### config.mk
export PLATFORM = sky130hd
export DESIGN_NAME = message_slice_segmenter
export DESIGN_NICKNAME = d
export VERILOG_FILES = /design/src/design/mss_pkg.sv /design/src/design/message_slice_segmenter.sv /design/src/design/mss_queue.sv /design/src/design/mss_front.sv /design/src/design/mss_back.sv
export SDC_FILE = /design/constraint.sdc
export NUM_CORES = 1
export LEC_CHECK = 0
export BUFFER_PORTS_ARGS = -buffer_cell sky130_fd_sc_hd__buf_4
export CAP_MARGIN = 20
export CELL_PAD_IN_SITES_DETAIL_PLACEMENT = 0
export CELL_PAD_IN_SITES_GLOBAL_PLACEMENT = 2
export CORE_ASPECT_RATIO = 1.1
export CORE_UTILIZATION = 45
export DETAILED_ROUTE_END_ITERATION = 10
export PLACE_DENSITY = 0.85
export SLEW_MARGIN = 5
export SYNTH_ARGS = -nofsm -noshare
export SYNTH_HDL_FRONTEND = slang
export SYNTH_SLANG_ARGS = --single-unit
### constraint.sdc
create_clock -name clk -period 26.6 [get_ports clk]
set_clock_uncertainty 0.2 [all_clocks]
set_input_delay 5.32 -clock clk [delete_from_list [all_inputs] [get_ports clk]]
set_output_delay 5.32 -clock clk [all_outputs]
set_load 0.02 [all_outputs]
### src/design/mss_pkg.sv
`default_nettype none

package mss_pkg;

  // Fixed header size and message length limit of the slice format.
  localparam int unsigned HEADER_BYTES      = 20;
  localparam int unsigned MAX_MESSAGE_BYTES = 65535;

  // Reset values of the configuration registers.
  localparam logic [15:0] RESET_PAYLOAD = 16'd100;
  localparam logic [31:0] RESET_MARKER  = 32'hff11ddaa;

  // Restoring divider: one quotient bit per cycle over a 16-bit length.
  localparam int unsigned DIV_STEPS = 16;
  localparam int unsigned STEP_W    = $clog2(DIV_STEPS);

  typedef enum logic [1:0] {
    CFG_MAX_PAYLOAD = 2'd0,
    CFG_MARKER      = 2'd1,
    CFG_FIRST_ID    = 2'd2
  } cfg_index_t;

  typedef enum logic [1:0] {
    FR_IDLE,
    FR_DIV,
    FR_PUSH
  } front_state_t;

  // Classified input byte, handed from the front to the back.
  typedef struct packed {
    logic [7:0]  data;
    logic [15:0] len;
    logic        first;
    logic [15:0] slices;
    logic [15:0] tail;
  } cmd_t;

  // One tagged result byte.
  typedef struct packed {
    logic [7:0]  payload;
    logic [31:0] id;
    logic [15:0] slice_number;
    logic [15:0] slice_total;
    logic [16:0] slice_bytes;
    logic        slice_end;
    logic        message_end;
  } res_t;

  // Id counter load from the configuration port.
  typedef struct packed {
    logic        load;
    logic [31:0] value;
  } id_load_t;

endpackage

`default_nettype wire

### src/design/message_slice_segmenter.sv
// Message slice segmenter: tags a byte stream of messages with slice headers.
//
// Input side is a queue write port: an input transaction completes when push
// is high and full is low. The first byte of a message carries
// first_of_message and message_length. Output side is a queue read port: the
// oldest result sits on the result ports while empty is low and is taken when
// pop is high. Configuration is a plain write port (cfg_write, cfg_index,
// cfg_data). The user must use it only while the block is idle; not enforced.
//
// A byte inside a message is written into the command queue and then, tagged,
// into the result queue; the block takes one such byte every cycle while full
// is low. The first byte of a message of nonzero length runs through a 16-step
// restoring divider (slice count and tail size), so the front holds full high
// until the divide is done and that byte is pushed into the command queue;
// bytes already queued keep draining meanwhile.
// Reset (rst, synchronous) empties both queues, clears the message state and
// the id counter, and loads the register reset values. When the receiver
// stalls, results pile up in the result queue, then the command queue, and
// then full rises; nothing is dropped.
`default_nettype none

module message_slice_segmenter #(
  parameter int unsigned CMD_DEPTH = 4,
  parameter int unsigned RES_DEPTH = 2
) (
  input  logic        clk,
  input  logic        rst,
  // input transactions
  input  logic        push,
  output logic        full,
  input  logic [7:0]  data_byte,
  input  logic [15:0] message_length,
  input  logic        first_of_message,
  // result transactions
  output logic        empty,
  input  logic        pop,
  output logic [7:0]  payload_byte,
  output logic [31:0] message_id,
  output logic [15:0] slice_number,
  output logic [15:0] slice_total,
  output logic [16:0] slice_bytes,
  output logic [31:0] marker_word,
  output logic        slice_end,
  output logic        message_end,
  // configuration writes
  input  logic        cfg_write,
  input  logic [1:0]  cfg_index,
  input  logic [31:0] cfg_data
);
  import mss_pkg::*;

  logic [15:0] max_slice_payload;
  logic [31:0] header_marker;
  logic [15:0] maxp;
  id_load_t    id_cfg;

  logic  cmd_push, cmd_full, cmd_pop, cmd_empty;
  cmd_t  cmd_in, cmd_out;
  logic  res_push, res_full;
  res_t  res_in, res_out;

  // Configuration registers; a size of zero behaves as one.
  always_ff @(posedge clk) begin
    if (rst) begin
      max_slice_payload <= RESET_PAYLOAD;
      header_marker     <= RESET_MARKER;
    end else if (cfg_write) begin
      unique case (cfg_index)
        CFG_MAX_PAYLOAD: max_slice_payload <= cfg_data[15:0];
        CFG_MARKER:      header_marker     <= cfg_data;
        default:         ;
      endcase
    end
  end

  assign maxp         = (max_slice_payload == '0) ? 16'd1 : max_slice_payload;
  assign id_cfg.load  = cfg_write && (cfg_index == CFG_FIRST_ID);
  assign id_cfg.value = cfg_data;

  // Front: accept and classify, divide on message start.
  mss_front u_front (
    .clk              (clk),
    .rst              (rst),
    .push             (push),
    .full             (full),
    .data_byte        (data_byte),
    .message_length   (message_length),
    .first_of_message (first_of_message),
    .maxp             (maxp),
    .q_push           (cmd_push),
    .q_data           (cmd_in),
    .q_full           (cmd_full)
  );

  // Decouple the divider from the tagging back end.
  mss_queue #(
    .WIDTH ($bits(cmd_t)),
    .DEPTH (CMD_DEPTH)
  ) u_cmd_queue (
    .clk   (clk),
    .rst   (rst),
    .push  (cmd_push),
    .wdata (cmd_in),
    .full  (cmd_full),
    .pop   (cmd_pop),
    .rdata (cmd_out),
    .empty (cmd_empty)
  );

  // Back: hold message state, tag bytes, advance the id.
  mss_back u_back (
    .clk       (clk),
    .rst       (rst),
    .cmd       (cmd_out),
    .cmd_empty (cmd_empty),
    .cmd_pop   (cmd_pop),
    .maxp      (maxp),
    .id_cfg    (id_cfg),
    .res_push  (res_push),
    .res       (res_in),
    .res_full  (res_full)
  );

  // Result queue: parts the receiver's stalls from the back end.
  mss_queue #(
    .WIDTH ($bits(res_t)),
    .DEPTH (RES_DEPTH)
  ) u_res_queue (
    .clk   (clk),
    .rst   (rst),
    .push  (res_push),
    .wdata (res_in),
    .full  (res_full),
    .pop   (pop),
    .rdata (res_out),
    .empty (empty)
  );

  assign payload_byte = res_out.payload;
  assign message_id   = res_out.id;
  assign slice_number = res_out.slice_number;
  assign slice_total  = res_out.slice_total;
  assign slice_bytes  = res_out.slice_bytes;
  assign slice_end    = res_out.slice_end;
  assign message_end  = res_out.message_end;
  assign marker_word  = header_marker;

  // A message end always closes its slice.
  a_mend_closes_slice: assert property (@(posedge clk) disable iff (rst)
    !empty |-> (!message_end || slice_end))
    else $error("message end without slice end");

  // The back end never writes a result into a full result queue.
  a_no_res_overflow: assert property (@(posedge clk) disable iff (rst)
    res_push |-> !res_full)
    else $error("result queue overflow");

  // The front never writes into a full command queue.
  a_no_cmd_overflow: assert property (@(posedge clk) disable iff (rst)
    cmd_push |-> !cmd_full)
    else $error("command queue overflow");

  // Reset leaves no result pending.
  a_reset_empty: assert property (@(posedge clk)
    rst |=> empty)
    else $error("result pending after reset");

endmodule

`default_nettype wire

### src/design/mss_queue.sv
`default_nettype none

// Small register-file queue. DEPTH must be a power of two, at least 2.
module mss_queue #(
  parameter int unsigned WIDTH = 8,
  parameter int unsigned DEPTH = 4
) (
  input  logic             clk,
  input  logic             rst,
  input  logic             push,
  input  logic [WIDTH-1:0] wdata,
  output logic             full,
  input  logic             pop,
  output logic [WIDTH-1:0] rdata,
  output logic             empty
);

  localparam int unsigned PW = $clog2(DEPTH);
  localparam int unsigned CW = PW + 1;

  logic [WIDTH-1:0] mem [DEPTH];
  logic [PW-1:0]    wr_ptr;
  logic [PW-1:0]    rd_ptr;
  logic [CW-1:0]    count;
  logic             do_push;
  logic             do_pop;

  assign full    = count == CW'(DEPTH);
  assign empty   = count == '0;
  assign do_push = push && !full;
  assign do_pop  = pop && !empty;
  assign rdata   = mem[rd_ptr];

  always_ff @(posedge clk) begin
    if (do_push) begin
      mem[wr_ptr] <= wdata;
    end
  end

  always_ff @(posedge clk) begin
    if (rst) begin
      wr_ptr <= '0;
      rd_ptr <= '0;
      count  <= '0;
    end else begin
      if (do_push) begin
        wr_ptr <= wr_ptr + PW'(1);
      end
      if (do_pop) begin
        rd_ptr <= rd_ptr + PW'(1);
      end
      if (do_push && !do_pop) begin
        count <= count + CW'(1);
      end else if (do_pop && !do_push) begin
        count <= count - CW'(1);
      end
    end
  end

endmodule

`default_nettype wire

### src/design/mss_front.sv
`default_nettype none

// Accept input bytes; on the start of a message of nonzero length, divide the
// length by the slice payload size before handing the byte on.
module mss_front (
  input  logic               clk,
  input  logic               rst,
  input  logic               push,
  output logic               full,
  input  logic [7:0]         data_byte,
  input  logic [15:0]        message_length,
  input  logic               first_of_message,
  input  logic [15:0]        maxp,
  output logic               q_push,
  output mss_pkg::cmd_t      q_data,
  input  logic               q_full
);
  import mss_pkg::*;

  front_state_t      state;
  front_state_t      state_next;
  logic [STEP_W-1:0] step;
  logic [15:0]       dvd;
  logic [15:0]       rem;
  logic [15:0]       div_maxp;
  logic [7:0]        hold_data;
  logic [15:0]       hold_len;

  logic        accept;
  logic        start_div;
  logic [15:0] len_sat;
  logic [16:0] rem_shift;
  logic        q_bit;
  logic [15:0] rem_step;
  cmd_t        direct;
  cmd_t        held;

  assign len_sat = (17'(message_length) > 17'(MAX_MESSAGE_BYTES)) ?
                   16'(MAX_MESSAGE_BYTES) : message_length;

  // One restoring step.
  assign rem_shift = {rem, dvd[15]};
  assign q_bit     = rem_shift >= {1'b0, div_maxp};
  assign rem_step  = q_bit ? 16'(rem_shift - {1'b0, div_maxp}) : rem_shift[15:0];

  always_comb begin
    state_next = state;
    unique case (state)
      FR_IDLE: if (start_div) state_next = FR_DIV;
      FR_DIV:  if (step == STEP_W'(DIV_STEPS - 1)) state_next = FR_PUSH;
      FR_PUSH: if (!q_full) state_next = FR_IDLE;
      default: state_next = FR_IDLE;
    endcase
  end

  always_comb begin
    full      = (state != FR_IDLE) || q_full;
    accept    = push && !full;
    start_div = accept && first_of_message && (len_sat != '0);

    direct.data   = data_byte;
    direct.len    = len_sat;
    direct.first  = first_of_message;
    direct.slices = '0;
    direct.tail   = '0;

    held.data   = hold_data;
    held.len    = hold_len;
    held.first  = 1'b1;
    held.slices = dvd + 16'(rem != '0);
    held.tail   = (rem == '0) ? div_maxp : rem;

    if (state == FR_PUSH) begin
      q_push = !q_full;
      q_data = held;
    end else begin
      q_push = accept && !start_div;
      q_data = direct;
    end
  end

  always_ff @(posedge clk) begin
    if (rst) begin
      state <= FR_IDLE;
      step  <= '0;
    end else begin
      state <= state_next;
      if (state == FR_DIV) begin
        step <= step + STEP_W'(1);
      end else begin
        step <= '0;
      end
    end
  end

  // Divider datapath: load the dividend, then shift a quotient bit in per step.
  always_ff @(posedge clk) begin
    if (start_div) begin
      dvd       <= len_sat;
      rem       <= '0;
      div_maxp  <= maxp;
      hold_data <= data_byte;
      hold_len  <= len_sat;
    end else if (state == FR_DIV) begin
      dvd <= {dvd[14:0], q_bit};
      rem <= rem_step;
    end
  end

endmodule

`default_nettype wire

### src/design/mss_back.sv
`default_nettype none

// Track the open message and tag each byte with its slice header values.
module mss_back (
  input  logic               clk,
  input  logic               rst,
  input  mss_pkg::cmd_t      cmd,
  input  logic               cmd_empty,
  output logic               cmd_pop,
  input  logic [15:0]        maxp,
  input  mss_pkg::id_load_t  id_cfg,
  output logic               res_push,
  output mss_pkg::res_t      res,
  input  logic               res_full
);
  import mss_pkg::*;

  logic [31:0] id_counter, id_counter_next;
  logic [15:0] bytes_remaining, bytes_remaining_next;
  logic [15:0] pos_in_slice, pos_in_slice_next;
  logic [15:0] current_slice, current_slice_next;
  logic [15:0] slices_in_message, slices_in_message_next;
  logic [15:0] tail_payload, tail_payload_next;

  logic        open;
  logic        zero_len;
  logic [15:0] e_brem, e_pos, e_cur, e_slices, e_tail;
  logic [31:0] e_id;
  logic        last_slice;
  logic [15:0] size;
  logic        s_end, m_end;

  assign open     = bytes_remaining != '0;
  assign zero_len = cmd.first && (cmd.len == '0);
  assign cmd_pop  = !cmd_empty && !res_full;
  assign res_push = cmd_pop && !zero_len && (cmd.first || open);

  always_comb begin
    // A first byte restarts the message state; an abandoned message uses up its id.
    e_brem   = cmd.first ? cmd.len    : bytes_remaining;
    e_pos    = cmd.first ? '0         : pos_in_slice;
    e_cur    = cmd.first ? '0         : current_slice;
    e_slices = cmd.first ? cmd.slices : slices_in_message;
    e_tail   = cmd.first ? cmd.tail   : tail_payload;
    e_id     = id_counter + 32'(cmd.first && open);

    last_slice = (17'(e_cur) + 17'd1) >= 17'(e_slices);
    size       = last_slice ? e_tail : maxp;
    m_end      = e_brem == 16'd1;
    s_end      = m_end || ((17'(e_pos) + 17'd1) >= 17'(size));

    res.payload      = cmd.data;
    res.id           = e_id;
    res.slice_number = e_cur;
    res.slice_total  = e_slices;
    res.slice_bytes  = 17'(HEADER_BYTES) + 17'(size);
    res.slice_end    = s_end;
    res.message_end  = m_end;
  end

  always_comb begin
    id_counter_next        = id_counter;
    bytes_remaining_next   = bytes_remaining;
    pos_in_slice_next      = pos_in_slice;
    current_slice_next     = current_slice;
    slices_in_message_next = slices_in_message;
    tail_payload_next      = tail_payload;
    if (id_cfg.load) begin
      id_counter_next = id_cfg.value;
    end else if (cmd_pop && zero_len) begin
      id_counter_next      = e_id + 32'd1;
      bytes_remaining_next = '0;
      pos_in_slice_next    = '0;
      current_slice_next   = '0;
    end else if (res_push) begin
      slices_in_message_next = e_slices;
      tail_payload_next      = e_tail;
      if (m_end) begin
        id_counter_next      = e_id + 32'd1;
        bytes_remaining_next = '0;
        pos_in_slice_next    = '0;
        current_slice_next   = '0;
      end else begin
        id_counter_next      = e_id;
        bytes_remaining_next = e_brem - 16'd1;
        if (s_end) begin
          pos_in_slice_next  = '0;
          current_slice_next = (e_cur == 16'hffff) ? e_cur : e_cur + 16'd1;
        end else begin
          pos_in_slice_next  = e_pos + 16'd1;
          current_slice_next = e_cur;
        end
      end
    end
  end

  always_ff @(posedge clk) begin
    if (rst) begin
      id_counter        <= '0;
      bytes_remaining   <= '0;
      pos_in_slice      <= '0;
      current_slice     <= '0;
      slices_in_message <= '0;
      tail_payload      <= '0;
    end else begin
      id_counter        <= id_counter_next;
      bytes_remaining   <= bytes_remaining_next;
      pos_in_slice      <= pos_in_slice_next;
      current_slice     <= current_slice_next;
      slices_in_message <= slices_in_message_next;
      tail_payload      <= tail_payload_next;
    end
  end

endmodule

`default_nettype wire
# Word level (Yosys, flattened, before mapping)
# Memories as Yosys holds them, arrays and structs flattened. A register that Yosys moved wholly into a read port is not among the register bits.
# Cells that the tools add are included.
[totals]
register_bits = 249
ram_bits = 410
out_inout_bits = 125
wordCells = 160
mem_count = 2
[mem_list]
columns = ["name", "words", "word_bits", "rd", "rd_clocked_by_memory_dff", "wr", "line", "source"]
rows = [
  ["u_cmd_queue.mem", 4, 57, 1, 1, 1, "mss_queue.sv:21", "logic [WIDTH-1:0] mem [DEPTH];"],
  ["u_res_queue.mem", 2, 91, 1, 1, 1, "mss_queue.sv:21", ""],
]
[classes]
add_sub_neg = 19
n_lt_le_gt_ge = 3
eq_ne = 12
n_mux = 45
bitwise = 3
reduce_logical = 55
[op_table]
columns = ["cell", "count"]
rows = [
  ["$mux 16", 23],
  ["$mux 32", 4],
  ["$mux 57", 1],
  ["$ge 17x16->1", 3],
  ["$logic_not 16->1", 3],
  ["$reduce_bool 16->1", 3],
  ["$add 16x1->17 const B", 2],
  ["$add 16x1->16 const B", 2],
  ["$add 32x1->32", 1],
  ["$add 32x1->32 const B", 1],
  ["$logic_and 1x1->1", 19],
  ["$add 5x16->17 const A", 1],
  ["$add 16x1->16", 1],
  ["$eq 16x1->1 const B", 1],
  ["$eq 16x16->1 const B", 1],
  ["$sub 16x1->16 const B", 1],
  ["$sub 16x16->16", 1],
  ["$mux 2", 7],
  ["$logic_not 1->1", 11],
  ["$reduce_bool 2->1", 5],
  ["$mux 1", 7],
  ["$add 2x1->2 const B", 3],
  ["$eq 2x2->1 const B", 3],
  ["$logic_not 2->1", 3],
  ["19 further kinds", 30],
]

# Longest topological paths before layout
# Gate-level depths: netlist of the first run.
[logic_depth]
ltp_word = 14
mapped_depth = 38
mapped_depth_nobuf = 27

# By module
# From an unflattened synthesis of the first run, not the netlist that was laid out.
[hier_totals]
cells_unflattened = 2637
hier_area_um2 = 31490.2
[modules_own_cells]
columns = ["mod", "n_inst", "cells_each", "area_per_inst_um2"]
rows = [
  ["mss_back", 1, 1287, 9710.6],
  ["mss_queue (u_cmd_queue)", 1, 345, 8680.8],
  ["mss_queue (u_res_queue)", 1, 308, 6780.3],
  ["mss_front", 1, 465, 4478.0],
  ["message_slice_segmenter", 1, 232, 1840.5],
]

# Worst setup path before layout of the first run
# OpenSTA, ideal clock, no wires.
[synth_timing]
path_type = "flip-flop to flip-flop"
start = "register (tool-made name)"
end = "memory u_res_queue.mem[0][0] in the netlist's numbering (enable)"
setup_time_ns = 0.652
arrival_time_ns = 7.880
slack_ns = 17.868
stages_incl_launch_ff = 11
period_less_slack_ns = 8.732
cell_sequence = "dfxtp_1 buf_6 buf_12 buf_8 mux2_2 clkbuf_1 nand2_1 nand2_1 buf_6 buf_6 nor3_1"
[synth_rtl]
columns = ["element", "line"]
rows = [
  ["to (decl)", "mss_queue.sv:21"],
]

==> flow_metrics.env, run 1 <==
export IMPL_post_cts_buffers=0
export IMPL_clockBufferDepth=3
export IMPL_fmax_mhz=118
export IMPL_grt_pass1_wl_um=117000
export IMPL_outcome="finished, final reports clean"
export IMPL_synthArstFlopShare_pct=0
export IMPL_rsz0062_at_grt="no"
export IMPL_slew_headroom_pct=24.0
export IMPL_clk_pin_slew_ps=60
export IMPL_cts_sinks=662
export IMPL_drive_above_1_share_pct=20.3
export IMPL_hold_buffers=0
export IMPL_p_per_area_nw_per_um2=105
export IMPL_utilization_pct=52.3
export IMPL_root_buffer="clkbuf_16"
export IMPL_final_hold_violation_count=0
export IMPL_swShare_pct=35.4
export IMPL_synth_adder_area_share_pct=2.68
export IMPL_cp_max_fo=40
export IMPL_htree_levels=3
export IMPL_placed_cell_area_um2=32600
export IMPL_die_y_um=275
export IMPL_drt_pass1_iterations=5
export IMPL_wirelength_um=77000
export IMPL_antenna_diode_count=0
export IMPL_synth_cells=2512
export IMPL_worstMarginPinSlew_ps=1140
export IMPL_cts_buffers=68
export IMPL_synth_top_family_by_area="simple AND/OR/NAND/NOR gates"
export IMPL_synth_simple_area_share_pct=12.3
export IMPL_vias=20278
export IMPL_pin_count=189
export IMPL_setup_viol=0
export IMPL_synth_seq_cells=662
export IMPL_netlist_area_um2=30400
export IMPL_synth_net_count=2640
export IMPL_ys_seq_area_share_pct=58.9
export IMPL_grt_start_max_net_pins=93
export IMPL_regArea_um2=17900
export IMPL_wl_per_cell_um=21.5
export IMPL_final_net_count=2795
export IMPL_ir_worst_vdd_mv=0.0642
export IMPL_power_leakage_uw=0.0127
export IMPL_synth_compound_area_share_pct=8.15
export IMPL_criticalPathCategory="reg2reg"
export IMPL_cts_tree="done"
export IMPL_comb_power_share_pct=34.8
export IMPL_pwr_share_seq_pct=39.2
export IMPL_portBuffers=188
export IMPL_p_total_uw=3670
export IMPL_antenna_found_initial=0
export IMPL_drv_slew=0
export IMPL_yosys_warnings=0
export IMPL_first_iter_violations=1479
export IMPL_setup_tns_ps=0
export IMPL_switchingPower_uw=1300
export IMPL_die_area_um2=68700
export IMPL_finalInstanceArea_um2=34900
export IMPL_detail_route_antenna_nets=0
export IMPL_rows=99
export IMPL_die_x_um=250
export IMPL_end_kind="flop"
export IMPL_overflow=0
export IMPL_start_util_pct=45.7
export IMPL_ctsResizeCount=0
export IMPL_p_clk_share_pct=25.9
export IMPL_pre_cts_ws_ps=17660
export IMPL_cap_violations=0
export IMPL_critical_path_arrival_ps=8750
export IMPL_ys_flop_type="edfxtp_1"
export IMPL_clk_latency_ps=620
export IMPL_via_per_inst=5.66
export IMPL_final_common_cell="edfxtp_1"
export IMPL_final_fill_count=5822
export IMPL_synth_avg_cell_area_um2=12.1
export IMPL_coreArea_um2=66600
export IMPL_syn_to_final_growth_pct=14.6
export IMPL_min_period_ps=8450
export IMPL_yosysUniqueCellTypes=92
export IMPL_route_detailed_drc=0
export IMPL_p_int_uw=2370
export IMPL_hpwl_um=53500
export IMPL_final_cell_mix="466 x edfxtp_1, 284 x nand2_1, 221 x buf_4, 193 x dfxtp_1, 183 x nor2_1"
export IMPL_gp_routability_congestion=0.867
export IMPL_worst_hold_path_type="reg2reg"
export IMPL_synth_xor_area_share_pct=4.11
export IMPL_synth_edf_count=466
export IMPL_multi_input_area_um2=11600
export IMPL_critPathLaunchType="flop"
export IMPL_synth_area_mux_share_pct=10.7
export IMPL_grt_usage_pct=22.2
export IMPL_fin_ws_ps=18150
export IMPL_ff2ff_setup_slack_ps=18150
export IMPL_critPathRequiredTime_ps=26890
export IMPL_fin_crit_sh_pct=31.8
export IMPL_grt_pass1_vias=19611
-- synthesized netlist by cell type (12+ instances only) --
cell | instances | share of area [%]
a22o_1 | 22 | 0.63
buf_1 | 12 | 0.15
ha_1 | 62 | 2.5
nor3_1 | 48 | 0.79
and3_1 | 20 | 0.41
and2_1 | 12 | 0.25
nand2_1 | 285 | 3.5
inv_1 | 87 | 1.1
dfxtp_1 | 196 | 13
mux2_2 | 119 | 4.4
mux4_2 | 47 | 3.5
nor2b_1 | 14 | 0.29
mux2i_1 | 60 | 2.0
clkbuf_1 | 108 | 1.3
a21oi_1 | 113 | 1.9
nand3_1 | 88 | 1.4
nand4_1 | 34 | 0.70
edfxtp_1 | 466 | 46
a21o_1 | 14 | 0.35
a211oi_1 | 46 | 1.1
or3_1 | 22 | 0.45
nor2_1 | 185 | 2.3
xor2_1 | 72 | 2.1
a31oi_1 | 12 | 0.25
xnor2_1 | 71 | 2.0
nor4_1 | 23 | 0.47
o21ai_0 | 90 | 1.5
-- metrics by stage --
step	hold slack (ps)	cells
global placement	242	3451
floorplan	233	2512
CTS	260	3579
detailed placement	250	3453
global route	274	3581
finish	257	3581
-- worst paths after layout --
| check | start | depth (start not counted) | to |
|---|---|---|---|
| worst max-delay path | flop | 25 | u_back.current_slice[7] |
| worst min-delay path | marker_word[4] | 2 | marker_word[4] |
| worst max register to register | flop | 25 | u_back.current_slice[7] |
| worst min register to register | marker_word[4] | 2 | marker_word[4] |
-- power by group through the flow --
stage	Combinational [µW]	Clock (µW)	Sequential, µW
final	1280	952	1440
after global routing	1380	1010	1460
after CTS	1290	975	1440
after detailed placement	1290	0	1460
after global placement	1270	0	1450
after floorplan	883	0	1440
-- critical path, cell delays in order, from the launching register on --
cell      delay (ps)
dfxtp_4          580
mux4_4          1030
nor2_1           400
ha_1             340
nand2_1           80
nor3_1           450
nand3_1          250
or3_1            410
xnor2_1          220
ha_1             290
a211o_1          260
a21oi_1          130
o21a_1           130
o211ai_2         100
buf_4            250
o21ai_0          500
ha_1             260
nand4_1           90
or3_1            340
or3_1            380
o31ai_1          400
nor3_2           160
buf_4            220
nor2_1           400
nand3_1          130
a32o_1           290
-- metal layers --
layer | vias up | global-route usage [%] | share of wire [%]
li1 | 9605 | - | -
met1 | 10021 | 32.1 | 46
met2 | 576 | 35.0 | 46
met3 | 76 | 3.37 | 5.9
met4 | 0 | 6.15 | 1.8
met5 | - | 0 | 0
-- cell type report --
type                            instances  area share [%]
Clock buffer                           85            5.29
Clock inverter                         41            1.17
Inverter                               90           0.968
Multi-Input combinational cell       1621            33.3
Sequential cell                       662            51.4
Tap cell                              858            3.08
Timing Repair Buffer                  224            4.86
-- cells by family after synthesis --
kind of cell,after synthesis
AND/OR/NAND/NOR,797
flip-flops,662
AO/OA/AOI/OAI,381
multiplexers,236
buffers and inverters,229
XOR/XNOR,143
adder cells (fa/ha/maj),64
-- registers in the layout (all words and copies together) (netlist names), 3 cells and up, named ones only --
name and flops:
marker_word 32, max_slice_payload 16, u_back.bytes_remaining 16, u_back.current_slice 16
u_back.id_counter 32, u_back.pos_in_slice 16, u_back.slices_in_message 16, u_back.tail_payload 16
u_cmd_queue.count 3, u_cmd_queue.mem 228, u_front.div_maxp 16, u_front.dvd 16
u_front.hold_data 8, u_front.hold_len 16, u_front.rem 16, u_front.step 4
u_res_queue.mem 182
Power figures use the tool's default switching activity.
==> inputs of run 2 (changes only) <==
Settings changed: ABC_AREA set to 1, CORE_UTILIZATION 45 to 36, PLACE_DENSITY 0.85 to 0.78.
Clock period 26.6 ns to 6.88 ns, I/O delays scaled along.
==> run 2 against run 1 <==
Effect of this change: cell area rose by 3.5%; synthesized area rose by 1.5%; via count rose by 13%; worst hold slack got worse by 7.9 ps; critical path depth rose by 4; synthesized cell count rose by 27%; cell count rose by 27%; clock power rose to 4.3 times the previous value; core utilization fell by 9.8 points; largest power group is now combinational cells; non-clock buffer count rose by 11; critical path type unchanged; sequential cell count did not move.
==> flow_metrics.env, run 2 <==
export IMPL_reg_top3="u_cmd_queue.mem (228), u_res_queue.mem (182)"
export IMPL_ys_top_cells_by_area="edfxtp_1 45%, dfxtp_1 13%, nand2_1 8.1%, o21ai_0 4.2%, nor2_1 3.7%"
export IMPL_rsz0062_at_grt="no"
export IMPL_netlist_area_um2=30900
export IMPL_critPathSlowestCell="o21ai_0"
export IMPL_max_stage_delay_ps=470
export IMPL_final_net_count=3473
export IMPL_synth_top_cells_by_count="667 x nand2_1, 466 x edfxtp_1, 303 x nor2_1, 278 x inv_1, 259 x o21ai_0"
export IMPL_synth_top_cell_area_share_pct=45.3
export IMPL_ff2ff_setup_slack_ps=560
export IMPL_cts_tree="done"
export IMPL_power_leakage_uw=0.0135
export IMPL_drt_pass1_iterations=6
export IMPL_start_util_pct=36.4
export IMPL_cp_max_fo=25
export IMPL_critPathLaunchType="flop"
export IMPL_largest_reg_flops=228
export IMPL_route_detailed_drc=0
export IMPL_final_hold_violation_count=0
export IMPL_cap_violations=0
export IMPL_clk_latency_ps=640
export IMPL_overflow=0
export IMPL_cts_sinks=662
export IMPL_vias=22870
export IMPL_synth_area_leader_cell="edfxtp_1"
export IMPL_wirelength_um=86600
export IMPL_finalInstanceArea_um2=36100
export IMPL_rows=112
export IMPL_fin_crit_sh_pct=91.9
export IMPL_slew_headroom_pct=24.2
export IMPL_die_x_um=281
export IMPL_worstMarginPinSlew_ps=1130
export IMPL_coreArea_um2=84900
export IMPL_placed_cell_area_um2=33500
export IMPL_synth_avg_cell_area_um2=9.70
export IMPL_top_register="u_cmd_queue.mem"
export IMPL_synth_net_count=3313
export IMPL_die_y_um=309
export IMPL_via_per_inst=5.03
export IMPL_wl_per_cell_um=19.1
export IMPL_gp_routability_congestion=0.863
export IMPL_pin_count=189
export IMPL_syn_to_final_growth_pct=16.9
export IMPL_criticalPathCategory="reg2reg"
export IMPL_hpwl_um=60300
export IMPL_critical_path_arrival_ps=6670
export IMPL_ir_worst_vdd_mv=0.249
export IMPL_clockBufferDepth=3
export IMPL_hp_start="u_front.step[0]"
export IMPL_final_common_cell="nand2_1"
export IMPL_synthArstFlopShare_pct=0
export IMPL_yosys_warnings=0
export IMPL_grt_pass1_wl_um=132000
export IMPL_worst_hold_path_type="reg2reg"
export IMPL_antenna_found_initial=3
export IMPL_grt_pass1_vias=22035
export IMPL_portBuffers=188
export IMPL_critPathRequiredTime_ps=7230
export IMPL_utilization_pct=42.5
export IMPL_antenna_diode_count=0
export IMPL_detail_route_antenna_nets=0
export IMPL_first_iter_violations=1590
export IMPL_grt_usage_pct=19.8
export IMPL_yosysMostFrequentCell="nand2_1"
export IMPL_hold_buffers=0
export IMPL_min_period_ps=6320
export IMPL_grt_start_max_net_pins=92
export IMPL_synth_cells=3185
export IMPL_root_buffer="clkbuf_16"
export IMPL_setup_viol=0
export IMPL_final_cell_mix="667 x nand2_1, 466 x edfxtp_1, 293 x nor2_1, 276 x inv_1, 258 x o21ai_0"
export IMPL_clk_pin_slew_ps=60
export IMPL_hold_slack_ps=250
export IMPL_cts_buffers=73
export IMPL_yosysUniqueCellTypes=61
export IMPL_fmax_mhz=158
export IMPL_htree_levels=3
export IMPL_synth_edf_count=466
export IMPL_drv_slew=0
export IMPL_ys_seq_area_share_pct=58.0
export IMPL_synth_seq_cells=662
export IMPL_outcome="finished, final reports clean"
export IMPL_p_per_area_nw_per_um2=432
export IMPL_setup_tns_ps=0
export IMPL_die_area_um2=87000
export IMPL_drive_above_1_share_pct=15.1
export IMPL_end_kind="flop"
export IMPL_crit_top_cell="nand2_1"
export IMPL_ys_flop_type="edfxtp_1"
[run 2: cell types whose count changed after synthesis, moves of 28 or more]
cell      before  now
nand2_1      285  667
inv_1         87  278
o21ai_0       90  259
nor2_1       185  303
mux2i_1       60    0
xnor2_1       71   17
a21oi_1      113  164
mux4_2        47    0
a211oi_1      46    6
o22ai_1        6   43
nand3_1       88  120
mux2_2       119   91
[run 2: what timing repair did]
item,in CTS,in global routing
setup buffers,0,1
setup endpoints to repair,0,16
resized for setup,0,1
[run 2: cell families (layout without fill, tap and decap cells)]
| group | after synthesis | in the layout | synth area share (%) |
|---|---|---|---|
| xor+xnor | 89 | 89 | 2.55 |
| mux | 91 | 91 | 3.32 |
| fa+ha+maj | 64 | 64 | 2.64 |
| simple gates | 1258 | 1258 | 17.4 |
| flops | 662 | 662 | 58.0 |
| buf+inv | 439 | 658 | 5.69 |
| compound gates | 582 | 582 | 10.4 |
[run 2: layout make-up]
| class | count | area (µm²) |
|---|---|---|
| fill | 8209 | 48800 |
| clock inverter | 40 | 543 |
| inverter | 289 | 1090 |
| timing repair buffer | 235 | 1820 |
| clock buffer | 94 | 1990 |
| sequential | 662 | 17900 |
| multi-input combinational | 2084 | 11300 |
| tap | 1140 | 1430 |
[run 2: metrics by stage]
step | std cells | power, µW | worst slack [ps]
after floorplan | 3185 | 9570 | 690
after global placement | 4408 | 11500 | 510
after detailed placement | 4408 | 11600 | 416
after CTS | 4542 | 15800 | 386
after global routing | 4544 | 16500 | 37.1
final | 4544 | 15600 | 558
[run 2: power by group]
| part | internal, µW | total (µW) | switching, µW |
|---|---|---|---|
| registers | 5370 | 5710 | 339 |
| clock network | 2450 | 4110 | 1660 |
| logic | 1830 | 5770 | 3940 |
[run 2: metal layers]
layer	up-vias	wire [µm]	global-route usage, %
met5	-	10	0
met4	2	2210	6.52
met3	120	3970	2.90
met2	508	40400	32.0
met1	10975	40000	27.1
li1	11265	-	-
[run 2: final timing paths]
kind                              to  depth (start not counted)
min                  u_front.step[0]                          1
max          u_back.pos_in_slice[10]                         29
max reg2reg  u_back.pos_in_slice[10]                         29
min reg2reg          u_front.step[0]                          1
[run 2: worst max-delay path: cells and delay by family (launching register included)]
kind                     cells  cell delay, ps
flip-flops                   1             320
adder cells (fa/ha/maj)      2             610
AO/OA/AOI/OAI                5            1360
buffers and inverters        5             920
AND/OR/NAND/NOR             16            2610
XOR/XNOR                     1             190
